**config.mk**
```make
export PLATFORM = sky130hd
export DESIGN_NAME = lsei_front
export DESIGN_NICKNAME = d
export VERILOG_FILES = /design/src/rtl/lsei_pkg.sv /design/src/rtl/lsei_front.sv
export SDC_FILE = /design/constraint.sdc
export NUM_CORES = 1
export LEC_CHECK = 0
export BUFFER_PORTS_ARGS = -buffer_cell sky130_fd_sc_hd__buf_2
export CAP_MARGIN = 15
export CORE_MARGIN = 4
export CORE_UTILIZATION = 28
export DETAILED_ROUTE_END_ITERATION = 7
export PLACE_DENSITY = 0.56
export SLEW_MARGIN = 20
export SYNTH_ARGS = -nofsm -noshare
export SYNTH_HDL_FRONTEND = slang
export SYNTH_SLANG_ARGS = --single-unit
```
**constraint.sdc**
```tcl
create_clock -name i_clk -period 7.6 [get_ports i_clk]
set_clock_uncertainty 0.05 [all_clocks]
set_input_delay 1.14 -clock i_clk [delete_from_list [all_inputs] [get_ports i_clk]]
set_output_delay 1.14 -clock i_clk [all_outputs]
set_load 0.02 [all_outputs]
```
**src/rtl/lsei_pkg.sv**
```systemverilog
// Shared types and constants for the linear spline evaluator with integral.
// Used by the front end, the command queue, the back end and the top level.
package lsei_pkg;

    // Knot table size and its address width.
    localparam int MAX_KNOTS = 64;
    localparam int KNOT_AW   = 6;

    // Command kind codes carried in tuser.
    localparam logic KIND_LOAD  = 1'b0;
    localparam logic KIND_QUERY = 1'b1;

    // Result status codes.
    localparam logic [1:0] ST_OK    = 2'd0;
    localparam logic [1:0] ST_RANGE = 2'd1;
    localparam logic [1:0] ST_NONINC = 2'd2;

    // One classified command between the front end and the back end.
    typedef struct packed {
        logic        kind;
        logic [5:0]  knot_index;
        logic [31:0] knot_x;
        logic [31:0] knot_y;
        logic [31:0] query_z;
    } t_cmd;

    // Back end sequencer states.
    typedef enum logic [4:0] {
        S_IDLE,
        S_RD0,      // read x[0]
        S_RDN,      // read x[n-1]
        S_CHK,      // range check
        S_BRD,      // bisection read x[mid]
        S_BCMP,     // wait for the registered x[mid]
        S_RDI,      // read x[i], y[i]
        S_RDI1,     // restore the partial trapezoid product
        S_SETUP,    // form dx, dy, u
        S_MUL,      // |dy| * u
        S_DIV,      // restoring divide
        S_VAL,      // form and saturate value
        S_PMUL,     // partial trapezoid multiply
        S_PADD,     // add partial trapezoid
        S_TRD,      // trapezoid read k, k+1
        S_TWAIT,
        S_TMUL,
        S_TADD,
        S_OUT
    } t_state;

endpackage

```
**src/rtl/lsei_front.sv**
```systemverilog
// Front end: accepts input transfers and classifies them into commands.
// Depends on lsei_pkg for the command type.
module lsei_front (
    input  logic            i_clk,
    input  logic            i_rst_n,
    input  logic            i_valid,
    output logic            o_ready,
    input  logic            i_kind,
    input  logic [101:0]    i_data,
    output logic            o_cmd_valid,
    output lsei_pkg::t_cmd  o_cmd,
    input  logic            i_cmd_ready
);
    import lsei_pkg::*;

    logic   r_full;
    t_cmd   r_cmd;

    assign o_ready     = !r_full || i_cmd_ready;
    assign o_cmd_valid = r_full;
    assign o_cmd       = r_cmd;

    // Register one classified command.
    always_ff @(posedge i_clk) begin
        if (!i_rst_n) begin
            r_full <= 1'b0;
        end else if (o_ready) begin
            r_full <= i_valid;
        end
        if (o_ready && i_valid) begin
            r_cmd.kind       <= i_kind;
            r_cmd.knot_index <= i_data[5:0];
            r_cmd.knot_x     <= i_data[37:6];
            r_cmd.knot_y     <= i_data[69:38];
            r_cmd.query_z    <= (i_kind == KIND_QUERY) ? i_data[101:70] : 32'd0;
        end
    end

endmodule

```
# Word level (Yosys, flattened, before mapping)
# Cells that the tools add are included.
[word_totals] ff_bits=104 inputBits=107 output_inout_bits=105 elab_cells=9
[op_classes] n_reduce_logical=3
[op_table] operator="$logic_and A1 B1 Y1" n=1
[op_table] operator="$logic_not A1 Y1" n=1
[op_table] operator="$logic_or A1 B1 Y1" n=1

# Logic depth before layout (Yosys ltp)
[depth] depth_word=3 ltp_mapped=2 ltp_nobuf=2

# Worst setup path before layout
# Ideal clock, no wire load.
[synth_timing] kind="input to register" startpoint="in i_cmd_ready" endpoint="reg r_cmd (netlist bit o_cmd[0]), enable pin" setup_time_ps=474 arrival_time_ps=3697 t_required_ps=7076 setup_slack_ps=3380 path_stages=2 n_path_buf=0 path_cell_list="nand2b_4 > and2_1"
[synth_via] elab_chain_len=2
[synth_lines] element="from (decl)" line_no="lsei_front.sv:12" source="input logic i_cmd_ready"
[synth_lines] element="$logic_or A1 B1 Y1" line_no="lsei_front.sv:19" source="assign o_ready = !r_full || i_cmd_ready;"
[synth_lines] element="$logic_and A1 B1 Y1" line_no="lsei_front.sv:30" source="if (o_ready && i_valid) begin"
[synth_lines] element="to (decl)" line_no="lsei_front.sv:17" source="t_cmd r_cmd;"
# No other way between the ends.
# A chain may end at the register's enable or synchronous reset.

# Final worst setup path
[layout_timing] startpoint="in i_cmd_ready" endpoint="reg r_cmd (netlist bit o_cmd[77]), enable pin"
# Same word-level chain as after synthesis.

==> impl_metrics.ini <==
[floorplanning]
num_io_pins = 212
die_h_um = 118
initial_core_util = 0.291
core_um2 = 11700
num_rows = 39
die_w_um = 118
die_area_um2 = 14000

[run_status]
status = finished clean

[cells_and_area]
n_antenna_cell = 0
utilization = 0.424
syn2layout_area_growth_pct = 45.4
nNetsFinal = 470
drive_above_1_share = 0.704

[yosys]
avgSynthCellArea_um2 = 23.8
synth_common_cells = 103 x edfxtp_1, 32 x and2_2, 3 x clkbuf_2
synthFlopType = edfxtp_1
yosys_register_bits = 104
yosysTopAreaCell = edfxtp_1
synth_top_area_share = 0.910
async_reset_ff_frac = 0
synth_area_leaders = edfxtp_1 91%, and2_2 7.1%, dfxtp_1 0.59%
syn_nets = 250
synth_area_um2 = 3400
yosys.cell_count.top_type = edfxtp_1
ys_types = 8
synth_seq_area_share = 0.916
syn_inst = 143
synth-edff-count = 103
yosysWarningCount = 0

[worst_setup_path]
cp_data_arrival_time_ns = 2.63
required_ns = 7.52
crit_type = input pin to register
start_kind = input pin
endpoint_kind = register
critPathMaxFanout = 57

[clocking]
htree_num_levels = 3
cts_hold_buf = 0
cts.path.max_buffers = 2
cts.sinks = 104
cts_buffers = 9
cts_setup_buffers = 0
cts_resized = 0
clkTransAtPathRegs_ns = 0.06
clk_latency_ns = 0.34
root_buffer = clkbuf_16
cts_tree = done

[timing]
slew_viol_final = 0
fmax_mhz = 369
period_minus_slack_ns = 2.71
rsz0062_at_grt = false
worstMarginPinSlew_ns = 0.724
relSlewSlack = 0.517
hold_ws_ns = 0.475
final.period_utilization = 0.356
fin_ws_ns = 4.89
finalHoldViolCount = 0
timing.final.setup_violations = 0
tns_ns = 0

[routing]
dr.pass1.iters = 3
drt-total-wl_mm = 7.86
first_iter_violations = 140
vias = 2083
via_per_inst = 4.08
routedWlPerCell_um = 15.4
ant_nets = 0
post-route-drc-count = 0

[job]
cap_viol_max_count = 0

[grt]
met2_usage = 0.176
met3_usage = 0.0611
gr-total-overflow = 0
antenna_found_initial = 1
grt_usage = 0.111
top_usage_layer = met2
grt_pass1_vias = 2222
grt_max_degree = 58
use_met1 = 0.119
grt_pass1_wl_mm = 11.8

[power_and_ir_drop]
power.leakage_nw = 2.13
power.density_nw_per_um2 = 261
ir_worst_vdd_uv = 98.4

[worst_hold_path]
hp-class = register to register

[place]
dp_worst_setup_slack_ns = 4.51
hpwl_mm = 5.82
port_buffers = 211
finalWeightedCongestion = 0.685
[where the power goes]
| part | internal (mW) | leakage [nW] | switching, mW |
|---|---|---|---|
| sequential | 0.672 | 1.01 | 0.00762 |
| combinational | 0.0477 | 0.970 | 0.0806 |
| clock | 0.287 | 0.148 | 0.195 |
[layout make-up]
cell class                 count  area, um2
clock buffer                  10        229
clock inverter                 6       83.8
fill                        1069       6720
inverter                       1       3.75
multi-input combinational     35        270
sequential                   104       3110
tap                          143        179
timing repair buffer         212       1060
[flip-flops by register name, summed over array words and instances, names as in the netlist]
name / cells
o_cmd_valid: 1
o_cmd: 103
[critical path: stages]
cell and delay, ns:
buf_2 0.07, nand2b_4 0.11, and2_4 0.54, buf_4 0.68
[cell families (layout without fill, tap and decap cells)]
kind of cell,after synthesis,in the layout,synth area share
AND/OR/NAND/NOR,34,34,0.0766
AO/OA/AOI/OAI,1,1,0.00221
flip-flops,104,104,0.916
buffers and inverters,4,229,0.00552
[layer usage]
| layer | wire length, um | share of wire | up-vias |
|---|---|---|---|
| met5 | 13 | 0.0017 | - |
| met4 | 181 | 0.023 | 2 |
| met3 | 1060 | 0.14 | 14 |
| met2 | 3630 | 0.46 | 134 |
| met1 | 2970 | 0.38 | 955 |
| li1 | - | - | 978 |
[through the flow]
stage	power (mW)	cells	instance area (um2)
2_1_floorplan	0.761	143	3400
3_3_place_gp	0.822	495	4630
3_5_place_dp	0.823	495	4630
4_1_cts	1.31	511	4940
5_1_grt	1.35	511	4940
6_report	1.29	511	4940
[cell usage in the layout (no fill, tap or decap), types with 2 or more instances in the layout]
| cell type | n |
|---|---|
| clkbuf_16 | 9 |
| bufinv_16 | 2 |
| edfxtp_1 | 103 |
| clkinv_1 | 2 |
| and2_2 | 32 |
| buf_2 | 211 |
[final timing paths]
kind / from / end / slack, ns / cells past startpoint
hold / removal: o_cmd_valid / o_cmd_valid / 0.47 / 2
hold reg to reg: o_cmd_valid / o_cmd_valid / 0.47 / 2
setup reg to reg: o_cmd_valid / o_cmd[77] / 5.47 / 3
setup / recovery: i_cmd_ready / o_cmd[77] / 4.89 / 4
Note: power is estimated with default switching activity, not from simulation.
