`src/rtl/lsei_pkg.sv`:
```
// Shared types and constants for the linear spline evaluator with integral.
// Used by the front end, the command queue, the back end and the top level.
package lsei_pkg;

    // Knot table size and its address width.
    localparam int MAX_KNOTS = 64;
    localparam int KNOT_AW   = 6;

    // Command kind codes carried in tuser.
    localparam logic KIND_LOAD  = 1'b0;
    localparam logic KIND_QUERY = 1'b1;

    // Result status codes.
    localparam logic [1:0] ST_OK    = 2'd0;
    localparam logic [1:0] ST_RANGE = 2'd1;
    localparam logic [1:0] ST_NONINC = 2'd2;

    // One classified command between the front end and the back end.
    typedef struct packed {
        logic        kind;
        logic [5:0]  knot_index;
        logic [31:0] knot_x;
        logic [31:0] knot_y;
        logic [31:0] query_z;
    } t_cmd;

    // Back end sequencer states.
    typedef enum logic [4:0] {
        S_IDLE,
        S_RD0,      // read x[0]
        S_RDN,      // read x[n-1]
        S_CHK,      // range check
        S_BRD,      // bisection read x[mid]
        S_BCMP,     // wait for the registered x[mid]
        S_RDI,      // read x[i], y[i]
        S_RDI1,     // restore the partial trapezoid product
        S_SETUP,    // form dx, dy, u
        S_MUL,      // |dy| * u
        S_DIV,      // restoring divide
        S_VAL,      // form and saturate value
        S_PMUL,     // partial trapezoid multiply
        S_PADD,     // add partial trapezoid
        S_TRD,      // trapezoid read k, k+1
        S_TWAIT,
        S_TMUL,
        S_TADD,
        S_OUT
    } t_state;

endpackage

```
`src/rtl/lsei_queue.sv`:
```
// Short command queue that decouples the front end from the back end.
// Depends on lsei_pkg for the command type.
module lsei_queue (
    input  logic            i_clk,
    input  logic            i_rst_n,
    input  logic            i_valid,
    output logic            o_ready,
    input  lsei_pkg::t_cmd  i_cmd,
    output logic            o_valid,
    input  logic            i_ready,
    output lsei_pkg::t_cmd  o_cmd
);
    import lsei_pkg::*;

    t_cmd        r_mem [4];
    logic [1:0]  r_wp;
    logic [1:0]  r_rp;
    logic [2:0]  r_cnt;
    logic        w_push;
    logic        w_pop;

    assign o_ready = (r_cnt != 3'd4);
    assign o_valid = (r_cnt != 3'd0);
    assign o_cmd   = r_mem[r_rp];
    assign w_push  = i_valid && o_ready;
    assign w_pop   = o_valid && i_ready;

    // Pointers and fill count.
    always_ff @(posedge i_clk) begin
        if (!i_rst_n) begin
            r_wp  <= 2'd0;
            r_rp  <= 2'd0;
            r_cnt <= 3'd0;
        end else begin
            if (w_push) r_wp <= r_wp + 2'd1;
            if (w_pop)  r_rp <= r_rp + 2'd1;
            r_cnt <= r_cnt + {2'd0, w_push} - {2'd0, w_pop};
        end
    end

    // Storage.
    always_ff @(posedge i_clk) begin
        if (w_push) r_mem[r_wp] <= i_cmd;
    end

endmodule

```
`config.mk`:
```
export PLATFORM = sky130hd
export DESIGN_NAME = lsei_queue
export DESIGN_NICKNAME = d
export VERILOG_FILES = /design/src/rtl/lsei_pkg.sv /design/src/rtl/lsei_queue.sv
export SDC_FILE = /design/constraint.sdc
export NUM_CORES = 1
export LEC_CHECK = 0
export BUFFER_PORTS_ARGS = -buffer_cell sky130_fd_sc_hd__buf_2
export CORE_ASPECT_RATIO = 0.6
export CORE_MARGIN = 2
export CORE_UTILIZATION = 55
export DETAILED_ROUTE_END_ITERATION = 6
export PLACE_DENSITY = 0.79
export RECOVER_POWER = 50
export SETUP_SLACK_MARGIN = 0.15
export SYNTH_ARGS = -nofsm -noshare
export SYNTH_HDL_FRONTEND = slang
export SYNTH_SLANG_ARGS = --single-unit
```
`constraint.sdc`:
```
create_clock -name i_clk -period 8.6 [get_ports i_clk]
set_input_delay 0.86 -clock i_clk [delete_from_list [all_inputs] [get_ports i_clk]]
set_output_delay 0.86 -clock i_clk [all_outputs]
set_load 0.03 [all_outputs]
```
Word-level counts from Yosys, hierarchy flattened
Memories as Yosys holds them, arrays and structs flattened. A register that Yosys moved wholly into a read port is not among the register bits.
Cells that the tools add are included.
Storage, ports and cells
  register bits after elaboration: 7
  bits in latches: 0
  bits in writable memories: 412
  memory bits (read-only): 0
  input port bits: 107
  output and inout port bits: 105
  word-level logic and storage cells: 16
  memories: 1
Memories
  r_mem: words 4, width 103, read ports 1, clocked after memory_dff 1, write ports 1, RTL line lsei_queue.sv:15  | t_cmd r_mem [4];
Cells by class
  $add $sub $neg: 4
  multipliers: 0
  divide/modulo/power cells: 0
  magnitude comparators: 0
  eq/ne operators: 1
  shifts and indexed selects: 0
  multiplexer cells: 4
  bitwise gates (word level): 0
  reductions and logical operators: 3
Operators with widths (count)
  adder 2 x 1 -> 2 bit (second input constant): 2
  two-way mux 2 bit: 2
  adder 3 x 1 -> 3 bit: 1
  != test 3 bit (second input constant): 1
  nonzero test 3 bit: 1
  subtractor 3 x 1 -> 3 bit: 1
  logical AND 1 bit: 2
  two-way mux 1 bit: 2

Depth between registers and ports, before layout
Gate-level depths: netlist of run 1.
  depth after elaboration: 4
  mapped depth: 11
  depth with buffers taken out: 11

Worst setup path before layout of run 1
Ideal clock, no wire load.
  path type: input -> register
  start point: in i_valid
  end point: mem r_mem[0][0] (netlist bit), enable pin
  library setup time: 0.474 ns
  arrival: 3.675 ns
  required time: 8.126 ns
  slack: 4.452 ns
  stages on the path: 2
  path buffers: 0
  cell sequence: a21boi_1 and2_1
Between the ends
  longest elaborated chain between the ends: 3
Ends and longest elaborated chain
  from (decl): RTL line lsei_queue.sv:6  | input logic i_valid,
  logical AND 1 bit: RTL line lsei_queue.sv:25  | assign w_push = i_valid && o_ready;
  two-way mux 1 bit: RTL line lsei_queue.sv:43  | if (w_push) r_mem[r_wp] <= i_cmd;
  two-way mux 1 bit (not written as such): RTL line lsei_queue.sv:43
  to (decl): RTL line lsei_queue.sv:15
Every way passes these cells.

Worst setup path in the final report of run 1
  start point: reg r_cnt[1]
  end point: mem r_mem[0][69] (netlist bit), enable pin
Between the ends
  longest elaborated chain between the ends: 4
Ends and longest elaborated chain
  from (decl): RTL line lsei_queue.sv:18  | logic [2:0] r_cnt;
  from (signal assigned): RTL line lsei_queue.sv:37  | r_cnt <= r_cnt + {2'd0, w_push} - {2'd0, w_pop};
  != test 3 bit: RTL line lsei_queue.sv:22  | assign o_ready = (r_cnt != 3'd4);
  logical AND 1 bit: RTL line lsei_queue.sv:25
  two-way mux 1 bit: RTL line lsei_queue.sv:43
  two-way mux 1 bit (not written as such): RTL line lsei_queue.sv:43
Every way passes these cells.

==> run_results.csv, run 1 <==
group,metric,value,unit
run_status,status,"finished, violations left",
run_status,violations,"max-capacitance violations, max-slew violations",
floorplan,fp.dieW,220,um
synth,synth.cell_area,15400,um^2
setup_path,cp-end-kind,"flip-flop",
setup_path,path_cells,"nor2_1 -> a21boi_0 -> and2_0 -> buf_4",
timing,clock.fmax,0.198,GHz
synth,synth.area.top_cells,"edfxtp_1, mux4_2, dfxtp_1, buf_12, ha_1",
placement,post-dp-hpwl,16.7,mm
timing,setup_violations,0,
setup_path,startpoint,"r_cnt[1]",
timing,fin_crit,5.06,ns
global_route,grt_pass1_wl,42.0,mm
clocking,cts_resized,0,
layout,nets,934,
clocking,clockBufferDepth,3,
drt,ant_nets,0,
synth,netlist-cell-type-count,22,
floorplan,die_y,134,um
setup_path,crit_slowest_cell,"and2_0",
layout,filler_cell_count,1808,
floorplan,io_pins,212,
synth,ys_seq_area_share,81.5,%
setup_path,r2r_start,"r_cnt[1]",
power,p_per_area,318,nW/um^2
power,peakVddDrop,0.179,mV
layout,drive_gt1_share,32.2,%
synth,async_reset_ff_share,0,%
layout,area_delta_synth_final,15.8,%
worst_hold_path,hp-class,"reg2reg",
synth,syn_inst,586,
power,p_clk_share,29.4,%
drt,drt_first_pass_iters,5,
floorplan,start_util,55.9,%
timing,max-slew-margin-rel,-105,%
layout,design_area,17800,um^2
placement,placedInstanceArea,16700,um^2
setup_path,worst-path-buf-inv,1,
timing,worst_slew_pin_slew,3.07,ns
clocking,clkLatencyLatePin,0.53,ns
global_route,antenna_found_initial,3,
synth,syn_area_per_cell,26.3,um^2
power,p_leak,5.71,nW
drt,drc,0,
timing,hold_viol_final,0,
clocking,tritoncts,"built",
clocking,clk_pin_slew,0.06,ns
power,p_int,0.00400,W
synth,ys.flop_type,"edfxtp_1",
placement,io_buffers,211,
global_route,globalRouteTotalUtil,19.4,%
worst_hold_path,hold_depth,2,
drt,wl_per_cell,23.2,um
synth,synth-seq-cells,421,
clocking,cts_buffers,38,
setup_path,crit_arrival,5.20,ns
clocking,holdBufCountCts,0,
synth,yosysTopAreaCell,"edfxtp_1",
global_route,grt_pass1_vias,7005,
synth,synth_nets,700,
setup_path,crit_type,"reg2reg",
clocking,cts-root-buf,"clkbuf_16",
clocking,htree_num_levels,2,
worst_hold_path,hold_start,"r_wp[1]",
drt,vias,6813,
synth,yosys_warnings,0,
timing,tns,0,ns
setup_path,critPathMaxFanout,62,
placement,gp_congestion,0.719,
global_route,grt_max_degree,69,
setup_path,path_delay_family,"simple AND/OR/NAND/NOR gates",
floorplan,coreArea,27600,um^2
clocking,cts_setup_buffers,0,
drt,viasPerCell,5.61,
timing,fin_skew,0.0188,ns
setup_path,rr_endpoint,"r_mem[0][69]",
setup_path,max_stage_delay,2.32,ns
power,comb_power_share,25.0,%
synth,netlist.area_leader.share,80.3,%
setup_path,r2r_slack,3.54,ns
flow_run,cap_violations,3,
power,p_sw,0.00167,W
drt,wirelength,28.1,mm
setup_path,crit_required,8.74,ns
timing,report.final.slew_viol_count,123,
synth,netlist_top_cells_count,"edfxtp_1, mux4_2, dfxtp_1, buf_12, buf_2",
timing,rsz0062_at_grt,"false",
drt,drt_iter0_drc,536,
clocking,cts.sinks,421,
worst_hold_path,hold_end,"r_wp[1]",
synth,synth_edf_count,412,
floorplan,die_area,29400,um^2
synth,synth.most_common_cell,"edfxtp_1",
setup_path,rr_worst_depth,4,
floorplan,fp-row-count,47,
timing,fin_crit_sh,58.8,%
power,seqPwrFrac,45.6,%
setup_path,cp-start-kind,"flip-flop",
power,p_sw_share,29.5,%
global_route,overflow,0,
[flip-flops by register name (all words and copies together) (netlist names), named ones only]
signal / cells
r_cnt: 3
r_mem: 412
r_wp: 2
r_rp: 2
[metrics by stage]
step | utilization [%] | total power [W] | cells | setup slack (ns) | hold slack (ns)
4_1_cts | 65.2 | 0.00575 | 1213 | 4.74 | 0.504
3_3_place_gp | 60.7 | 0.00406 | 1147 | 5.20 | 0.485
3_5_place_dp | 60.7 | 0.00408 | 1147 | 5.13 | 0.495
5_1_grt | 64.7 | 0.00591 | 1213 | 3.10 | 0.529
2_1_floorplan | - | 0.00373 | 586 | 4.45 | 0.468
6_report | 64.7 | 0.00568 | 1214 | 3.54 | 0.504
[power by group through the flow]
stage,Clock [W],Sequential [W],Combinational (W)
CTS,0.00171,0.00259,0.00146
floorplan,0,0.00258,0.00115
global placement,0,0.00261,0.00144
global route,0.00179,0.00261,0.00151
finish,0.00167,0.00259,0.00142
detailed placement,0,0.00263,0.00145
[cells in the final DEF, fill, tap and decap left out]
cell type	n
clkbuf_1	114
edfxtp_1	412
dfxtp_4	2
o311ai_0	1
mux4_2	103
nor2b_1	3
bufinv_16	4
buf_4	7
and2_0	4
buf_2	107
diode_2	1
clkinv_2	6
and2_4	1
a21boi_0	1
o31a_1	1
fa_1	1
clkinv_4	1
mux2i_1	2
clkinv_1	4
ha_1	6
or3_1	1
nand2_1	5
xnor2_1	4
inv_1	5
nor2_1	1
and2_1	2
clkbuf_16	41
dfxtp_1	7
[worst max path at each step]
stage | endpoint | cells past startpoint
floorplan | r_mem[0][0] | 2
CTS | o_cmd[2] | 3
finish | r_mem[0][69] | 4
detailed placement | r_mem[0][65] | 4
global placement | r_mem[0][83] | 4
global route | r_mem[1][69] | 4
[final cells by class]
| cell class | count | area [um^2] | share of cell area, % |
|---|---|---|---|
| Tap cell | 367 | 459 | 2.57 |
| Clock inverter | 15 | 174 | 0.975 |
| Sequential cell | 421 | 12600 | 70.4 |
| Clock buffer | 51 | 1060 | 5.96 |
| Multi-Input combinational cell | 136 | 2590 | 14.5 |
| Antenna cell | 1 | 2.50 | 0.0140 |
| Timing Repair Buffer | 218 | 978 | 5.48 |
| Inverter | 5 | 18.8 | 0.105 |
[routing by layer]
layer  vias up  part of all wire [%]  track usage [%]
met2       237                    48             29.7
met3        38                   8.8             6.58
met5         -                 0.057                0
met4         4                   1.2             4.44
li1       2980                     -                -
met1      3554                    42             27.5
[kinds of logic after synthesis]
kind of cell / synth area share [%]
xor gates and xnor gates: 0.227
adders and majority gates: 0.617
AOI/OAI and AO/OA: 0.162
and+or+nand+nor: 0.593
buffers and inverters: 1.74
muxes: 15.2
DFF: 81.5
[worst min-delay path: stages (launching register included)]
cell and delay (ns):
dfxtp_1 0.34, nand2_1 0.06, mux2i_1 0.06
(Power assumes the default switching activity.)
==> inputs of run 2 (changes only) <==
Settings changed: ABC_AREA set to 1, CORE_UTILIZATION 55 to 52, PLACE_DENSITY 0.79 to 0.78.
Clock period 8.6 ns to 4.3 ns, I/O delays scaled along.
==> run 2 against run 1 <==
Net effect:
- the run still ends with max-capacitance violations, max-slew violations left
- cell count up 40%
- worst hold slack worse by 0.34 ns
- combinational power up 110%
- cell area up 2.4%
- global-route usage up 1.3 points
- first-iteration DRC count up 48%
- count of clock-buffer cells in the layout down 9
- critical path type is now reg2out
- critical endpoint is now o_cmd[88]
==> run_results.csv, run 2 <==
group,metric,value,unit
run_status,status,"finished, violations left",
run_status,violations,"max-capacitance violations, max-slew violations",
global_route,grt_max_degree,207,
floorplan,die_area,31600,um^2
layout,largest_register_ff_count,412,
clocking,cts-root-buf,"clkbuf_16",
clocking,cts_setup_buffers,0,
worst_hold_path,hold_depth,1,
placement,post-dp-hpwl,18.1,mm
timing,hold_viol_final,0,
power,p_per_area,641,nW/um^2
layout,reg_top3,"r_mem: 412 flops, r_cnt: 3 flops",
setup_path,rr_worst_depth,5,
setup_path,crit_slowest_cell,"buf_4",
synth,synth.area.top_cells,"edfxtp_1, o21ai_0, nor2_1, o22ai_1, dfxtp_1",
timing,fin_skew,0.00729,ns
layout,nets,1373,
synth,ys_seq_area_share,80.0,%
setup_path,path_delay_family,"buffers and inverters",
timing,fin_crit_sh,69.1,%
clocking,tritoncts,"built",
setup_path,path_cells,"inv_6 -> buf_4 -> o21ai_0 -> o22ai_1 -> buf_2",
synth,netlist-cell-type-count,18,
timing,worst_slew_pin_slew,1.66,ns
synth,syn_area_per_cell,14.8,um^2
clocking,cts_resized,0,
setup_path,cp-end-kind,"primary output",
power,peakVddDrop,0.374,mV
power,p_leak,6.14,nW
global_route,grt_pass1_vias,9237,
global_route,antenna_found_initial,3,
floorplan,coreArea,29800,um^2
synth,synth.most_common_cell,"edfxtp_1",
floorplan,fp.dieW,228,um
setup_path,max_stage_delay,0.53,ns
timing,report.final.slew_viol_count,58,
worst_hold_path,hp-class,"in2reg",
clocking,htree_num_levels,2,
timing,max-slew-margin-rel,-10.7,%
layout,final_common_cell,"edfxtp_1",
setup_path,r2r_slack,1.43,ns
synth,synth.cell_area,15700,um^2
drt,drt_first_pass_iters,5,
clocking,clk_pin_slew,0.06,ns
timing,rsz0062_at_grt,"false",
layout,area_delta_synth_final,16.4,%
synth,ys.flop_type,"edfxtp_1",
placement,io_buffers,211,
setup_path,cp-start-kind,"flip-flop",
flow_run,cap_violations,1,
timing,setup_violations,0,
floorplan,die_y,139,um
layout,largest-register,"r_mem",
setup_path,critPathMaxFanout,57,
worst_hold_path,hold_end,"r_mem[3][57]",
layout,final_cell_mix,"edfxtp_1, nor2_1, o21ai_0",
drt,wirelength,33.2,mm
setup_path,worst-path-buf-inv,3,
synth,netlist.area_leader.share,78.8,%
drt,ant_nets,0,
floorplan,fp-row-count,49,
layout,drive_gt1_share,14.2,%
placement,post-place-cells,1627,
drt,drt_iter0_drc,795,
synth,yosys_warnings,0,
setup_path,crit_required,3.87,ns
layout,stdcell_count,1696,
global_route,grt_pass1_wl,51.6,mm
clocking,clkLatencyLatePin,0.53,ns
worst_hold_path,hold_start,"i_cmd[57]",
synth,synth_nets,1175,
layout,filler_cell_count,2288,
drt,wl_per_cell,19.6,um
timing,fin_crit,2.97,ns
synth,netlist_top_cells_count,"edfxtp_1, nor2_1, o21ai_0, o22ai_1, clkbuf_1",
clocking,cts.sinks,421,
global_route,overflow,0,
timing,clock.fmax,0.336,GHz
setup_path,r2r_start,"r_cnt[1]",
synth,synth_edf_count,412,
layout,design_area,18300,um^2
placement,gp_congestion,0.759,
placement,placedInstanceArea,17100,um^2
layout,final_core_util,61.3,%
synth,syn_inst,1061,
synth,async_reset_ff_share,0,%
setup_path,crit_arrival,2.54,ns
setup_path,rr_endpoint,"r_mem[1][54]",
global_route,globalRouteTotalUtil,20.7,%
floorplan,start_util,52.7,%
setup_path,crit_type,"reg2out",
synth,yosysTopAreaCell,"edfxtp_1",
drt,vias,9488,
synth,synth-seq-cells,421,
drt,viasPerCell,5.59,
clocking,cts_buffers,38,
floorplan,io_pins,212,
clocking,holdBufCountCts,0,
clocking,clockBufferDepth,3,
drt,drc,0,
==> run 2: changes by cell type in the layout (fill, tap and decap cells not counted), moves of 6 or more <==
cell and delta:
nor2_1 +214, o21ai_0 +201, mux4_2 -103, o22ai_1 +103
inv_1 +9, clkbuf_1 -8, nand2_1 +8, clkinv_1 +7
buf_12 +6, o21ai_1 +6
==> run 2: logic make-up (layout without fill, tap and decap cells) <==
| family | count (synthesis) | in the layout | synth area share [%] |
|---|---|---|---|
| simple gates | 234 | 234 | 5.62 |
| flops | 421 | 421 | 80.0 |
| buf+inv | 83 | 308 | 2.87 |
| fa+ha+maj | 7 | 7 | 0.606 |
| other cells | 0 | 2 | 0 |
| compound gates | 316 | 316 | 10.9 |
==> run 2: per-layer routing <==
metal / part of all wire (%) / vias to the layer above / wire, um / GRT usage [%]
met3: 8.5 / 55 / 2810 / 5.98
li1: - / 4388 / - / -
met4: 1.8 / 2 / 591 / 6.12
met5: 0.039 / - / 13 / 0
met2: 45 / 372 / 15100 / 31.1
met1: 44 / 4671 / 14700 / 29.8
==> run 2: stage by stage <==
stage          hold WS (ns)  total power, W  setup TNS, ns  setup WS, ns
2_1_floorplan         0.448         0.00738        -630.16         -1.53
3_3_place_gp          0.467         0.00820              0          1.89
3_5_place_dp          0.487         0.00826              0          1.79
4_1_cts              0.0948          0.0118              0          1.30
5_1_grt               0.149          0.0122              0          1.16
6_report              0.162          0.0117              0          1.33
==> run 2: layout make-up <==
type                       count  area [um^2]  area share [%]
multi-input combinational    557         2720            14.9
antenna                        2         5.00          0.0274
tap                          408          510            2.79
sequential                   421        12600            68.7
timing repair buffer         225         1100            6.03
clock inverter                25          289            1.58
clock buffer                  42         1030            5.64
inverter                      16         65.1           0.356
==> run 2: power by group <==
part | internal (W) | total [W] | switching (W)
logic | 0.000731 | 0.00305 | 0.00232
clock network | 0.00214 | 0.00356 | 0.00142
registers | 0.00500 | 0.00511 | 0.000105
==> run 2: how the worst max path moves through the flow <==
stage / cells past startpoint / startpoint / slack [ns] / to
finish: 5 / flip-flop / 1.33 / o_cmd[88]
global route: 5 / r_cnt[1] / 1.16 / r_mem[1][54]
CTS: 5 / flip-flop / 1.30 / o_cmd[88]
detailed placement: 5 / r_cnt[1] / 1.79 / r_mem[2][93]
global placement: 5 / r_cnt[1] / 1.89 / r_mem[2][96]
floorplan: 4 / r_cnt[1] / -1.53 / r_mem[0][0]
==> run 2: worst reg2reg max path, delay by kind of cell, from the launching register on <==
kind                   cells  cell delay, ns
and+or+nand+nor            4            0.77
DFF                        1            0.40
buffers and inverters      1            1.23
==> inputs of run 3 (changes only) <==
Settings changed: CORE_UTILIZATION 52 to 55, PLACE_DENSITY 0.78 to 0.79.
Clock period 4.3 ns to 2.86 ns, I/O delays scaled along.
==> run 3 against run 2 <==
Net effect:
- the run now ends clean
- cell area increased by 5.0%
- setup slack got worse by 1.0 ns
- first-iteration DRC count grew 32%
- wire length rose by 6.5%
- global-route usage is 2.7 points higher
- sequential cell count is the same
- sequential power up 50%
- worst hold slack lost 0.12 ns
- highest routed layer is now met4
==> run_results.csv, run 3 (synthesized netlist as in run 2, its figures left out) <==
group,metric,value,unit
clocking,cts_buffers,38,
drt,viasPerCell,5.70,
setup_path,critPathMaxFanout,63,
layout,nets,1482,
clocking,cts.sinks,421,
worst_hold_path,hold_depth,3,
power,seqPwrFrac,44.3,%
timing,fin_crit,2.54,ns
layout,final_common_cell,"edfxtp_1",
global_route,antenna_found_initial,0,
power,comb_power_share,27.9,%
drt,wl_per_cell,20.1,um
layout,filler_cell_count,1879,
flow_run,cap_violations,0,
floorplan,coreArea,27800,um^2
timing,fin_crit_sh,89.0,%
drt,drt_iter0_drc,1052,
power,p_sw,0.00586,W
power,peakVddDrop,0.555,mV
setup_path,cp-start-kind,"flip-flop",
layout,drive_gt1_share,13.2,%
power,p_per_area,902,nW/um^2
timing,worst_slew_pin_slew,1.45,ns
timing,report.final.slew_viol_count,0,
timing,clock.fmax,0.393,GHz
drt,ant_nets,0,
floorplan,die_area,29900,um^2
clocking,clkLatencyLatePin,0.53,ns
power,p_leak,6.54,nW
timing,hold_viol_final,0,
timing,setup_violations,0,
drt,drt_first_pass_iters,5,
global_route,grt_max_degree,105,
timing,tns,0,ns
clocking,clk_pin_slew,0.06,ns
floorplan,fp-row-count,47,
setup_path,crit_arrival,2.26,ns
clocking,cts-root-buf,"clkbuf_16",
setup_path,crit_required,2.57,ns
setup_path,cp-end-kind,"primary output",
layout,largest_register_ff_count,412,
global_route,globalRouteTotalUtil,23.4,%
setup_path,crit_type,"reg2out",
timing,fin_skew,0.0182,ns
drt,wirelength,35.4,mm
floorplan,io_pins,212,
global_route,grt_pass1_wl,54.2,mm
worst_hold_path,hold_start,"i_rst_n",
drt,drc,0,
worst_hold_path,hp-class,"in2reg",
timing,max-slew-margin-rel,3.11,%
drt,top_layer,"met4",
setup_path,r2r_start,"r_cnt[1]",
run_status,status,"finished clean",
power,p_sw_share,33.9,%
floorplan,fp.dieW,222,um
layout,final_cell_mix,"edfxtp_1, nor2_1, o21ai_0",
clocking,htree_num_levels,2,
drt,vias,10000,
layout,reg_top3,"r_mem: 412 flops, r_cnt: 3 flops",
timing,rsz0062_at_grt,"false",
layout,largest-register,"r_mem",
global_route,grt_pass1_vias,9783,
clocking,cts_resized,0,
drt,met2WireLength,16.7,mm
clocking,tritoncts,"built",
power,total_power,0.0173,W
setup_path,rr_endpoint,"r_mem[3][27]",
placement,post-dp-hpwl,19.7,mm
floorplan,die_y,135,um
global_route,overflow,0,
floorplan,start_util,56.4,%
setup_path,crit_end,"o_cmd[101]",
clocking,cts_setup_buffers,0,
placement,io_buffers,211,
layout,n_antenna_cell,0,
clocking,clockBufferDepth,3,
drt,met1Wirelength,15.1,mm
drt,wl_met3,2.98,mm
placement,gp_congestion,0.762,
setup_path,rr_worst_depth,5,
power,p_clk_share,27.7,%
layout,area_delta_synth_final,22.3,%
power,p_int,0.0115,W
setup_path,r2r_slack,0.33,ns
run 3: cell types whose count changed in the layout (fill, tap and decap cells not counted), sizes merged:
cell	before	now
clkinvlp	1	0
diode	2	0
dlygate4sd3	0	102
clkinv	17	13
bufinv	7	2
inv	16	18
buf	119	127
clkbuf	148	152
run 3: critical path, cell delays in order (launching register included):
cell	delay, ns
dfxtp_4	0.38
inv_6	0.38
buf_12	0.29
o21ai_0	0.11
o22ai_1	0.29
buf_2	0.28
run 3: through the flow:
stage | setup slack, ns | instance area [um^2] | instances | hold WS [ns] | utilization (%)
after floorplan | 0.209 | 15700 | 1061 | 0.384 | -
after global placement | 0.849 | 17200 | 1593 | 0.460 | 61.8
after detailed placement | 0.846 | 17200 | 1593 | 0.483 | 61.8
after CTS | 0.304 | 19400 | 1759 | 0.00445 | 69.6
after global routing | 0.134 | 19200 | 1759 | 0.0423 | 69.0
final | 0.315 | 19200 | 1759 | 0.0432 | 69.0
run 3: what timing repair did:
action | CTS | global route
hold buffers | 102 | 0
setup endpoints to repair | 0 | 0
endpoints found under the hold margin | 407 | 0
run 3: layer usage:
layer  up-vias  global-route usage (%)
met3        53                    5.18
met4         0                    5.74
li1       4602                       -
met1      4944                    33.5
met5         -                       0
met2       422                    37.2
run 3: power groups by stage:
| stage | Sequential (W) | Combinational (W) | Clock [W] |
|---|---|---|---|
| after detailed placement | 0.00781 | 0.00476 | 0 |
| after floorplan | 0.00778 | 0.00328 | 0 |
| final | 0.00768 | 0.00484 | 0.00480 |
| after global routing | 0.00773 | 0.00519 | 0.00510 |
| after global placement | 0.00778 | 0.00467 | 0 |
| after CTS | 0.00768 | 0.00490 | 0.00488 |
run 3: final cells by class:
type	instances	area, um^2	share of cell area [%]
clock buffer	47	1010	5.24
sequential	421	12600	65.4
clock inverter	17	136	0.710
tap	367	459	2.39
timing repair buffer	334	2250	11.7
multi-input combinational	557	2720	14.2
inverter	16	65.1	0.339
run 3: worst min-delay path by stage:
stage               slack (ns)        to
global route              0.04  r_cnt[1]
floorplan                 0.38  r_cnt[0]
detailed placement        0.48   r_rp[0]
CTS                      0.004  r_cnt[1]
finish                    0.04  r_cnt[1]
global placement          0.46   r_rp[0]
